<file path="config.mk">
export PLATFORM = sky130hd
export DESIGN_NAME = shelf_atlas_tile_allocator_unit
export DESIGN_NICKNAME = d
export VERILOG_FILES = /design/src/hdl/sata_pkg.sv /design/src/hdl/sata_ram.sv /design/src/hdl/sata_fit_unit.sv /design/src/hdl/shelf_atlas_tile_allocator_unit.sv
export SDC_FILE = /design/constraint.sdc
export NUM_CORES = 2
export LEC_CHECK = 0
export ABC_AREA = 1
export BUFFER_PORTS_ARGS = -buffer_cell sky130_fd_sc_hd__buf_2
export CAP_MARGIN = 20
export CORE_UTILIZATION = 42
export CTS_CLUSTER_SIZE = 20
export DETAILED_ROUTE_END_ITERATION = 10
export SLEW_MARGIN = 20
export SYNTH_ARGS = -nofsm -noshare
export SYNTH_HDL_FRONTEND = slang
export SYNTH_SLANG_ARGS = --single-unit
</file>
<file path="constraint.sdc">
create_clock -name clk_i -period 6.9 [get_ports clk_i]
set_input_delay 0.69 -clock clk_i [delete_from_list [all_inputs] [get_ports clk_i]]
set_output_delay 0.69 -clock clk_i [all_outputs]
set_load 0.03 [all_outputs]
</file>
<file path="src/hdl/sata_pkg.sv">
`default_nettype none

package sata_pkg;

  // Largest atlas dimension; register values above it are treated as this.
  localparam logic [14:0] ATLAS_LIMIT = 15'd16384;

  // Request codes.
  localparam logic REQ_ALLOC = 1'b0;
  localparam logic REQ_CLEAR = 1'b1;

  // Configuration register indexes.
  localparam logic CFG_ATLAS_WIDTH  = 1'b0;
  localparam logic CFG_ATLAS_HEIGHT = 1'b1;

  // Result status codes.
  localparam logic [1:0] STATUS_OK        = 2'd0;
  localparam logic [1:0] STATUS_ATLAS_FULL = 2'd1;
  localparam logic [1:0] STATUS_TABLE_FULL = 2'd2;
  localparam logic [1:0] STATUS_TOO_WIDE   = 2'd3;

  // One entry of the row table.
  typedef struct packed {
    logic [13:0] top;
    logic [14:0] tall;
    logic [14:0] filled;
  } row_t;

  // Operands of the row fit check.
  typedef struct packed {
    logic [14:0] tile_w;
    logic [14:0] tile_h;
    logic [14:0] atlas_w;
  } fit_req_t;

  // Outcome of the row fit check.
  typedef struct packed {
    logic        fit;
    logic [14:0] new_filled;
  } fit_res_t;

  // Sequencer states.
  typedef enum logic [5:0] {
    ST_IDLE = 6'b000001,
    ST_SCAN = 6'b000010,
    ST_NEW  = 6'b000100,
    ST_MUL  = 6'b001000,
    ST_ACC  = 6'b010000,
    ST_DONE = 6'b100000
  } state_e;

endpackage

`default_nettype wire

</file>
<file path="src/hdl/sata_ram.sv">
`default_nettype none

module sata_ram #(
  parameter int Width = 8,
  parameter int Depth = 16
) (
  input  logic                                   clk_i,
  input  logic                                   we_i,
  input  logic [((Depth > 1) ? $clog2(Depth) : 1)-1:0] waddr_i,
  input  logic [Width-1:0]                       wdata_i,
  input  logic                                   re_i,
  input  logic [((Depth > 1) ? $clog2(Depth) : 1)-1:0] raddr_i,
  output logic [Width-1:0]                       rdata_o
);

  logic [Width-1:0] mem_q [Depth];
  logic [Width-1:0] rdata_q;

  // One write port and one read port with registered read data.
  always_ff @(posedge clk_i) begin
    if (we_i) begin
      mem_q[waddr_i] <= wdata_i;
    end
    if (re_i) begin
      rdata_q <= mem_q[raddr_i];
    end
  end

  assign rdata_o = rdata_q;

endmodule

`default_nettype wire

</file>
<file path="src/hdl/sata_fit_unit.sv">
`default_nettype none

module sata_fit_unit
  import sata_pkg::*;
(
  input  row_t     row_i,
  input  fit_req_t req_i,
  output fit_res_t res_o
);

  logic [15:0] end_x;

  // A row fits when it is tall enough and its fill point plus the tile
  // width stays within the atlas width.
  assign end_x = {1'b0, row_i.filled} + {1'b0, req_i.tile_w};

  always_comb begin
    res_o.fit        = (row_i.tall >= req_i.tile_h) && (end_x <= {1'b0, req_i.atlas_w});
    res_o.new_filled = end_x[14:0];
  end

endmodule

`default_nettype wire

</file>
<file path="src/hdl/shelf_atlas_tile_allocator_unit.sv">
`default_nettype none

// Shelf allocator for rectangular tiles in an atlas. An allocate request is
// placed in the first open row that is tall enough and has room left; if
// none fits, a new row is opened below the last one. Every request yields
// exactly one result carrying a status, the tile position, the running pixel
// total and the row count. The block works on one request at a time, and the
// row table scan sets the time it takes. The scan reads one row per cycle from
// a single read port of the row table memory, and each check takes place in the
// cycle after its read. A tile that fits a row, or that opens a new one, then
// passes through the multiply, accumulate and done states before it is loaded
// into the output register. A tile refused for a full table or a full atlas
// goes from the new-row state straight to the done state; clear requests and
// tiles that are rejected on their size go there straight from idle. The next
// request is taken in the cycle after the result has been loaded, and a
// result that waits at a stalled output delays that load. The next request is
// accepted while a result still waits to be taken at the output register. The
// row table needs no clearing pass after reset.
module shelf_atlas_tile_allocator_unit
  import sata_pkg::*;
#(
  parameter int MaxRows = 64
) (
  input  logic        clk_i,
  input  logic        rst_ni,
  input  logic        cfg_we_i,
  input  logic        cfg_index_i,
  input  logic [14:0] cfg_data_i,
  input  logic        in_valid_i,
  output logic        in_stall_o,
  input  logic        req_type_i,
  input  logic [14:0] tile_width_i,
  input  logic [14:0] tile_height_i,
  output logic        out_valid_o,
  input  logic        out_stall_i,
  output logic [1:0]  status_o,
  output logic [13:0] pos_x_o,
  output logic [13:0] pos_y_o,
  output logic [28:0] used_pixels_o,
  output logic [6:0]  rows_in_use_o
);

  localparam int CntW  = $clog2(MaxRows + 1);
  localparam int AddrW = (MaxRows > 1) ? $clog2(MaxRows) : 1;

  // Configuration registers.
  logic [14:0] atlas_w_q, atlas_h_q;
  logic [14:0] aw_eff, ah_eff;

  always_ff @(posedge clk_i or negedge rst_ni) begin
    if (!rst_ni) begin
      atlas_w_q <= 15'd4096;
      atlas_h_q <= 15'd4096;
    end else if (cfg_we_i) begin
      if (cfg_index_i == CFG_ATLAS_WIDTH) begin
        atlas_w_q <= cfg_data_i;
      end else begin
        atlas_h_q <= cfg_data_i;
      end
    end
  end

  // Oversized atlas values act as the atlas limit.
  assign aw_eff = (atlas_w_q > ATLAS_LIMIT) ? ATLAS_LIMIT : atlas_w_q;
  assign ah_eff = (atlas_h_q > ATLAS_LIMIT) ? ATLAS_LIMIT : atlas_h_q;

  state_e         state_q, state_d;
  logic [CntW-1:0] idx_q, idx_d;
  logic [CntW-1:0] chk_idx_q, chk_idx_d;
  logic           pend_q, pend_d;
  logic [CntW-1:0] cnt_q, cnt_d;
  logic [28:0]    pix_q, pix_d;
  logic [14:0]    bottom_q, bottom_d;
  logic [14:0]    w_q, w_d, h_q, h_d;
  logic [14:0]    tall_q, tall_d;
  logic [13:0]    x_q, x_d, y_q, y_d;
  logic [1:0]     stat_q, stat_d;
  logic [29:0]    prod_q, prod_d;

  logic           out_vld_q, out_vld_d;
  logic [1:0]     out_stat_q, out_stat_d;
  logic [13:0]    out_x_q, out_x_d, out_y_q, out_y_d;
  logic [28:0]    out_pix_q, out_pix_d;
  logic [6:0]     out_rows_q, out_rows_d;

  // Row table memory.
  logic             ram_we, ram_re;
  logic [AddrW-1:0] ram_waddr, ram_raddr;
  row_t             ram_wdata;
  row_t             rd_row;
  logic [$bits(row_t)-1:0] ram_rdata;

  sata_ram #(
    .Width ($bits(row_t)),
    .Depth (MaxRows)
  ) u_row_ram (
    .clk_i   (clk_i),
    .we_i    (ram_we),
    .waddr_i (ram_waddr),
    .wdata_i (ram_wdata),
    .re_i    (ram_re),
    .raddr_i (ram_raddr),
    .rdata_o (ram_rdata)
  );

  assign rd_row = ram_rdata;

  // Shared row fit check.
  fit_req_t fit_req;
  fit_res_t fit_res;

  assign fit_req = '{tile_w: w_q, tile_h: h_q, atlas_w: aw_eff};

  sata_fit_unit u_fit (
    .row_i (rd_row),
    .req_i (fit_req),
    .res_o (fit_res)
  );

  logic        in_acc;
  logic        load_out;
  logic [15:0] new_end_y;
  logic [CntW+6:0] cnt_ext;

  assign in_stall_o = (state_q != ST_IDLE);
  assign in_acc     = in_valid_i && (state_q == ST_IDLE);
  assign new_end_y  = {1'b0, bottom_q} + {1'b0, h_q};
  assign cnt_ext    = {7'd0, cnt_q};
  assign load_out   = (state_q == ST_DONE) && (!out_vld_q || !out_stall_i);

  // Sequencer: scan rows one per cycle, open a new row, multiply, accumulate.
  always_comb begin
    state_d   = state_q;
    idx_d     = idx_q;
    chk_idx_d = chk_idx_q;
    pend_d    = 1'b0;
    cnt_d     = cnt_q;
    pix_d     = pix_q;
    bottom_d  = bottom_q;
    w_d       = w_q;
    h_d       = h_q;
    tall_d    = tall_q;
    x_d       = x_q;
    y_d       = y_q;
    stat_d    = stat_q;
    prod_d    = prod_q;
    ram_we    = 1'b0;
    ram_re    = 1'b0;
    ram_waddr = chk_idx_q[AddrW-1:0];
    ram_raddr = idx_q[AddrW-1:0];
    ram_wdata = '{top: rd_row.top, tall: rd_row.tall, filled: fit_res.new_filled};

    case (state_q)
      ST_IDLE: begin
        if (in_acc) begin
          w_d = tile_width_i;
          h_d = tile_height_i;
          x_d = 14'd0;
          y_d = 14'd0;
          if (req_type_i == REQ_CLEAR) begin
            cnt_d    = '0;
            pix_d    = '0;
            bottom_d = '0;
            stat_d   = STATUS_OK;
            state_d  = ST_DONE;
          end else if (tile_width_i == 15'd0 || tile_height_i == 15'd0 ||
                       tile_width_i > aw_eff) begin
            stat_d  = STATUS_TOO_WIDE;
            state_d = ST_DONE;
          end else if (cnt_q == '0) begin
            state_d = ST_NEW;
          end else begin
            idx_d   = '0;
            state_d = ST_SCAN;
          end
        end
      end

      ST_SCAN: begin
        // Issue the next read while checking the row read last cycle.
        if (idx_q < cnt_q) begin
          ram_re    = 1'b1;
          pend_d    = 1'b1;
          chk_idx_d = idx_q;
          idx_d     = idx_q + 1'b1;
        end
        if (pend_q) begin
          if (fit_res.fit) begin
            ram_we  = 1'b1;
            tall_d  = rd_row.tall;
            x_d     = rd_row.filled[13:0];
            y_d     = rd_row.top;
            stat_d  = STATUS_OK;
            pend_d  = 1'b0;
            state_d = ST_MUL;
          end else if ((chk_idx_q + 1'b1) == cnt_q) begin
            pend_d  = 1'b0;
            state_d = ST_NEW;
          end
        end
      end

      ST_NEW: begin
        // Open a new row below the last one when table and atlas allow it.
        if (cnt_q >= CntW'(MaxRows)) begin
          stat_d  = STATUS_TABLE_FULL;
          state_d = ST_DONE;
        end else if (new_end_y > {1'b0, ah_eff}) begin
          stat_d  = STATUS_ATLAS_FULL;
          state_d = ST_DONE;
        end else begin
          ram_we    = 1'b1;
          ram_waddr = cnt_q[AddrW-1:0];
          ram_wdata = '{top: bottom_q[13:0], tall: h_q, filled: w_q};
          cnt_d     = cnt_q + 1'b1;
          bottom_d  = new_end_y[14:0];
          tall_d    = h_q;
          x_d       = 14'd0;
          y_d       = bottom_q[13:0];
          stat_d    = STATUS_OK;
          state_d   = ST_MUL;
        end
      end

      ST_MUL: begin
        prod_d  = 30'(w_q) * 30'(tall_q);
        state_d = ST_ACC;
      end

      ST_ACC: begin
        pix_d   = pix_q + prod_q[28:0];
        state_d = ST_DONE;
      end

      ST_DONE: begin
        if (load_out) begin
          state_d = ST_IDLE;
        end
      end

      default: begin
        state_d = ST_IDLE;
      end
    endcase
  end

  // Output register: loads a finished result once the slot is free.
  always_comb begin
    out_vld_d  = out_vld_q;
    out_stat_d = out_stat_q;
    out_x_d    = out_x_q;
    out_y_d    = out_y_q;
    out_pix_d  = out_pix_q;
    out_rows_d = out_rows_q;
    if (out_vld_q && !out_stall_i) begin
      out_vld_d = 1'b0;
    end
    if (load_out) begin
      out_vld_d  = 1'b1;
      out_stat_d = stat_q;
      out_x_d    = x_q;
      out_y_d    = y_q;
      out_pix_d  = pix_q;
      out_rows_d = cnt_ext[6:0];
    end
  end

  // Control state.
  always_ff @(posedge clk_i or negedge rst_ni) begin
    if (!rst_ni) begin
      state_q   <= ST_IDLE;
      idx_q     <= '0;
      chk_idx_q <= '0;
      pend_q    <= 1'b0;
      cnt_q     <= '0;
      pix_q     <= '0;
      bottom_q  <= '0;
      out_vld_q <= 1'b0;
    end else begin
      state_q   <= state_d;
      idx_q     <= idx_d;
      chk_idx_q <= chk_idx_d;
      pend_q    <= pend_d;
      cnt_q     <= cnt_d;
      pix_q     <= pix_d;
      bottom_q  <= bottom_d;
      out_vld_q <= out_vld_d;
    end
  end

  // Payload registers.
  always_ff @(posedge clk_i) begin
    w_q        <= w_d;
    h_q        <= h_d;
    tall_q     <= tall_d;
    x_q        <= x_d;
    y_q        <= y_d;
    stat_q     <= stat_d;
    prod_q     <= prod_d;
    out_stat_q <= out_stat_d;
    out_x_q    <= out_x_d;
    out_y_q    <= out_y_d;
    out_pix_q  <= out_pix_d;
    out_rows_q <= out_rows_d;
  end

  assign out_valid_o   = out_vld_q;
  assign status_o      = out_stat_q;
  assign pos_x_o       = out_x_q;
  assign pos_y_o       = out_y_q;
  assign used_pixels_o = out_pix_q;
  assign rows_in_use_o = out_rows_q;

endmodule

`default_nettype wire
</file>
Word-level counts from Yosys, hierarchy flattened
Memory sizes are Yosys's and may differ from the RTL's. A register that Yosys moved wholly into a read port is not among the register bits.
Cells that the tools add are included.
W data, S select, Z words.
- bits in writable memories: 2816
- bits in registers: 273
- logic and storage cells: 166
- memories: 1
- bits of input ports: 52
- output and inout bits: 68
- memory list (name ; depth ; bits a word ; read ports ; clocked after Yosys merged registers in ; wr ports ; line ; source):
    u_row_ram.mem_q ; 64 ; 44 ; 1 ; 1 ; 1 ; sata_ram.sv:16 ; logic [Width-1:0] mem_q [Depth];
- bitwise logic cells: 1
- magnitude comparators: 8
- equal/unequal tests: 21
- mux-type cells: 77
- reductions and logical operators: 29
- add/sub/neg operators: 6
- multipliers: 1
- operators with widths (cell ; count):
    $mux W15 ; 10
    $mux W44 ; 3
    $mux W14 ; 9
    $pmux W14 S3 ; 2
    $mux W6 ; 12
    $mux W7 ; 9
    $pmux W15 S2 ; 2
    $mux W29 ; 2
    $pmux W29 S2 ; 1
    $pmux W6 S6 ; 1
    $add A15 B15 Y16 ; 2
    $gt A15 B15 Y1 const B ; 2
    $logic_not A15 Y1 ; 2
    $add A29 B29 Y29 ; 1
    $mul A15 B15 Y29 ; 1
    $pmux W7 S2 ; 2
    $ne A2 B2 Y1 const B ; 11
    $add A7 B1 Y7 const B ; 3
    $gt A16 B15 Y1 ; 1
    $le A16 B15 Y1 ; 1
    $ge A15 B15 Y1 ; 1
    $gt A15 B15 Y1 ; 1
    $mux W1 ; 15
    $reduce_and A5 Y1 ; 3
    other kinds (27) ; 46

Logic depth before layout (Yosys ltp)
- depth in word-level cells: 9
- depth in mapped cells: 27
- mapped depth without buffers: 27

By module
Synthesis repeated with hierarchy kept, for this count alone.
- cells, all modules: 12099
- area, all modules: 138402.7 um2
- modules (own cells, without submodules) (module ; cells an instance ; area an instance (um2) ; instances ; seq. area each (um2)):
    sata_ram ; 9284 ; 115096.6 ; 1 ; 85882.4
    shelf_atlas_tile_allocator_unit ; 2563 ; 21730.8 ; 1 ; 7686.1
    sata_fit_unit ; 252 ; 1575.3 ; 1 ; 0.0

Worst setup path before layout
OpenSTA, ideal clock, no wires.
- kind: reg-to-reg
- start point: register atlas_h_q[2]
- end point: memory u_row_ram.mem_q[0][17] in the netlist's numbering (data pin)
- setup time: 702 ps
- period minus slack after synthesis: 6216 ps
- setup slack: 684 ps
- stages on the path, launching flop included: 22
- arrival: 5514 ps
- required time: 6198 ps
- buffers on the path: 4
- cell sequence: dfrtp_1 or4_1 nor3_1 a21oi_1 inv_1 clkbuf_1 nand2_1 ha_1 a21oi_1 nand2_1 nand2_1 nand2_1 nand2_1 nand2_1 nor2_1 nand2_1 nand2_4 nand2_4 buf_6 buf_4 clkbuf_2 o21ai_0
- RTL lines (item ; line ; source):
    start, declared ; shelf_atlas_tile_allocator_unit.sv:47 ; logic [14:0] atlas_w_q, atlas_h_q;
    start signal, assigned ; shelf_atlas_tile_allocator_unit.sv:58 ; atlas_h_q <= cfg_data_i;
    end, declared ; sata_ram.sv:16 ;

Worst setup path in the final report
- start point: register w_q[1]
- end point: memory u_row_ram.mem_q[63][38] in the netlist's numbering (enable)
- longest elaborated chain between the ends: 8
- ends and longest elaborated chain (item ; line ; source):
    start, declared ; shelf_atlas_tile_allocator_unit.sv:74 ; logic [14:0] w_q, w_d, h_q, h_d;
    start signal, assigned ; shelf_atlas_tile_allocator_unit.sv:293 ; w_q <= w_d;
    $add A15 B15 Y16 ; sata_fit_unit.sv:15 ; assign end_x = {1'b0, row_i.filled} + {1'b0, req_i.tile_w};
    $le A16 B15 Y1 ; sata_fit_unit.sv:18 ; res_o.fit = (row_i.tall >= req_i.tile_h) && (end_x <= {1'b0, req_i.atlas_w});
    $logic_and A1 B1 Y1 ; sata_fit_unit.sv:18 ;
    $mux W1 ; shelf_atlas_tile_allocator_unit.sv:188 ; if (fit_res.fit) begin
    $mux W1 ; shelf_atlas_tile_allocator_unit.sv:187 ; if (pend_q) begin
    $pmux W1 S2 ; shelf_atlas_tile_allocator_unit.sv:153 ; case (state_q)
    $mux W1 ; sata_ram.sv:21 ; if (we_i) begin
    $mux W1 (implied by the code) ; sata_ram.sv:22 ; mem_q[waddr_i] <= wdata_i;
Every way passes these cells.

==> flow_summary_export.csv <==
group,metric,value,unit
status,status,"complete, no violations",
route,first_pass_iters,8,
route,wire_per_inst,26.45,microns
sta,finalCritPeriodShare,89.80,%
power_and_ir_drop,p_leak,44.87,nW
sta,finalClockSkew,98.63,ps
synthesis,synth_area,133300,sq um
clocking,cts_tree,"built",
setup_path,worst_path_max_delay_cell,"edfxtp_1",
global_routing,antenna_found_initial,19,
run,max_cap_violations,0,
setup_path,cp_num_buf_inv,4,
sta,rsz0062_at_grt,"no",
clocking,cts_setup_buffers,0,
setup_path,arrival,6740,ps
sta,finalMaxSlewViolations,0,
floorplanning,die_area,319600,sq um
synthesis,synth_edf_count,3030,
synthesis,ys_ff_latch,3133,
final_layout,final_common_cell,"edfxtp_1",
power_and_ir_drop,power_frac_comb,0.5,%
setup_path,cp_common_cell,"nand2_1",
setup_path,cp.required,7440,ps
power_and_ir_drop,power_density,251.5,nW/um^2
global_routing,grt_pass1_vias,85020,
setup_path,crit_family,"simple AND/OR/NAND/NOR gates",
synthesis,yosys.area_share.simple,9.658,%
synthesis,async_flop_share,3.288,%
clocking,htree_levels,5,
synthesis,syn-num-nets,11090,
global_routing,grt_max_degree,167,
route,drtAntennaViolNets,0,
synthesis,ys_seq_area_share,70.20,%
hold_path,hold_class,"in -> reg",
global_routing,grt_pass1_wl,580200,microns
synthesis,yosys_warnings,0,
sta,tightestPinTransition,1102,ps
placed_design,portBuffers,119,
sta,tns,0,ps
synthesis,synth_compound_area_share,11.40,%
power_and_ir_drop,power.internal,30.43,mW
sta,finalHoldViolCount,0,
final_layout,fin_cells,15150,
placed_design,dp_cells,14530,
sta,clock.fmax,0.1614,GHz
sta,relSlewSlack,26.24,%
synthesis,synth-main-ff-cell,"edfxtp_1",
floorplanning,ios,120,
global_routing,gr-total-overflow,0,
synthesis,synth-adder-area-share,4.584,%
route,drc,0,
clocking,cts_buffers,330,
floorplanning,initial_core_util,42.29,%
setup_path,reg2reg_slack,700,ps
synthesis,synth_mux_area_share,0.1098,%
sta,setup_viol,0,
clocking,clock_latency,920,ps
route,drt-total-wl,400500,microns
setup_path,criticalPathCategory,"reg -> reg",
final_layout,n_fill_cell,27300,
final_layout,drive_above_1_share,9.162,%
power_and_ir_drop,peakVddDrop,0.1750,mV
clocking,clk_path_buf_depth,4,
global_routing,grtUsageTotal,24.56,%
final_layout,utilization,47.83,%
floorplanning,coreArea,315200,sq um
setup_path,worstPathMaxFanout,35,
power_and_ir_drop,seqPwrFrac,54.3,%
power_and_ir_drop,clkPwrFrac,45.2,%
synthesis,synth_cell_types,58,
final_layout,final_cell_mix,"edfxtp_1, o21ai_0, nor2_1, nand2_1, inv_1",
clocking,clock-root-buffer,"clkbuf_16",
clocking,cts.sinks,3133,
setup_path,max_stage_delay,990,ps
route,drt-vias-per-instance,5.882,
final_layout,fin_nets,11160,
floorplanning,dieHeight,565.4,microns
route,routed-via-count,89080,
clocking,cts.reportedPaths.clkPinSlew,60,ps
placed_design,gp_congestion,0.8664,
final_layout,syn2layout_area_growth,13.11,%
sta,fin_crit,6197,ps
setup_path,start_kind,"flip-flop",
route,drt-initial-drc-count,10970,
sta,holdWs,93.95,ps
power_and_ir_drop,p_switching,7.495,mW
floorplanning,rows,206,
synthesis,syn_inst,10650,
synthesis,syn_avg_cell_area,12.52,sq um
floorplanning,dieWidth,565.4,microns
placed_design,hpwl,232700,microns
synthesis,synthXorXnorAreaFrac,0.5585,%
setup_path,crit_path_end_kind,"flip-flop",
synthesis,synth_top_family_by_area,"compound AO/OA/AOI/OAI gates",
power_and_ir_drop,netSwitchingFraction,19.76,%
-- power by group through the flow --
stage / Sequential [mW] / Clock (mW) / Combinational [mW]
after floorplan: 21.0 / 0 / 0.114
after global placement: 21.0 / 0 / 0.192
after detailed placement: 21.0 / 0 / 0.197
after CTS: 20.6 / 17.3 / 0.204
after global routing: 20.6 / 18.0 / 0.235
final: 20.6 / 17.1 / 0.205
-- layer usage --
metal	share of wire, %	vias up	GRT usage (%)
met4	2.6	4	6.469
met2	46	4349	38.59
li1	-	39000	-
met3	9.9	597	4.599
met1	41	45140	35.04
met5	0.0037	-	0
-- final cells by class --
class                   instances  area, sq um  share of cell area, %
repair buffers                400         3636                  2.412
inverters                     536         2049                  1.359
clock inverters               175         1543                  1.023
clock buffers                 420         8763                  5.812
well taps                    4160         5205                  3.452
multi-input cells            6316        35980                  23.86
diodes                          5        12.51               0.008299
flip-flops and latches       3133        93580                  62.07
-- cells by family after synthesis --
logic type | after synthesis
flops | 3133
mux | 13
compound gates | 2640
buf+inv | 1198
xor+xnor | 85
simple gates | 3191
fa+ha+maj | 387
-- per-stage QoR --
stage	setup slack, ps	instance area (sq um)	power [mW]
global placement	781.2	140300	21.18
CTS	759.8	150700	38.12
detailed placement	778.2	140300	21.18
floorplan	684.1	133300	21.09
finish	703.5	150800	37.92
global route	293.5	150800	38.83
-- timing repair --
item | 4_1_cts | 5_1_grt
resized for setup | 0 | 0
hold endpoints to repair | 47 | 0
hold buffers | 12 | 0
endpoints found under the setup margin | 0 | 0
-- sequential cells by signal (all words and copies together) (netlist names), 14 cells and up --
| register | flops |
|---|---|
| tall_q | 15 |
| bottom_q | 15 |
| pos_y_o | 14 |
| prod_q | 29 |
| atlas_w_q | 15 |
| atlas_h_q | 15 |
| pix_q | 29 |
| u_row_ram.mem_q | 2816 |
| w_q | 15 |
| y_q | 14 |
| pos_x_o | 14 |
| x_q | 14 |
| used_pixels_o | 29 |
| u_row_ram.rdata_o | 44 |
| h_q | 15 |
-- cell usage after synthesis (66+ instances only) --
master    instances  area, sq um
o22ai_1         431         2696
o221ai_1        271         2374
nor2_1         1598         5998
fa_1            169         3383
o211ai_1         87        653.1
inv_1           522         1959
ha_1            218         2728
nand3_1         360         1802
buf_2            89        445.4
a21oi_1         198        991.0
dfrtp_1         100         2502
nand4_1          66        412.9
o21ai_0        1562         7818
clkbuf_1        533         2001
nand2_1        1089         4088
edfxtp_1       3030        90990
-- worst reg2reg max path, stage by stage, from the launching register on --
cell	delay (ps)
edfxtp_1	990
inv_1	270
fa_1	490
o21ai_0	360
nand2_1	90
nand2_1	80
a21oi_1	80
o21ai_0	280
a21oi_1	120
xor2_1	200
ha_1	270
nand2_1	80
inv_1	40
nand2_1	50
nand2_1	50
nand2_1	60
nand2_1	50
nand2_1	50
nand3_1	70
nand2_1	130
nand4_1	120
o21ai_2	520
nand4_2	370
buf_4	320
nor2_4	380
buf_12	340
-- final timing paths --
kind                                       start                 endpoint  depth (start not counted)
min in group asynchronous                 rst_ni                 pix_q[1]                          2
max in group asynchronous                 rst_ni                 idx_q[2]                          3
worst max-delay path                      w_q[1]  u_row_ram.mem_q[63][38]                         25
worst min register to register            x_q[5]               pos_x_o[5]                          0
worst min-delay path            tile_height_i[1]                   h_q[1]                          1
worst max register to register            w_q[1]  u_row_ram.mem_q[63][38]                         25
Note: power is estimated with default switching activity, not from simulation.
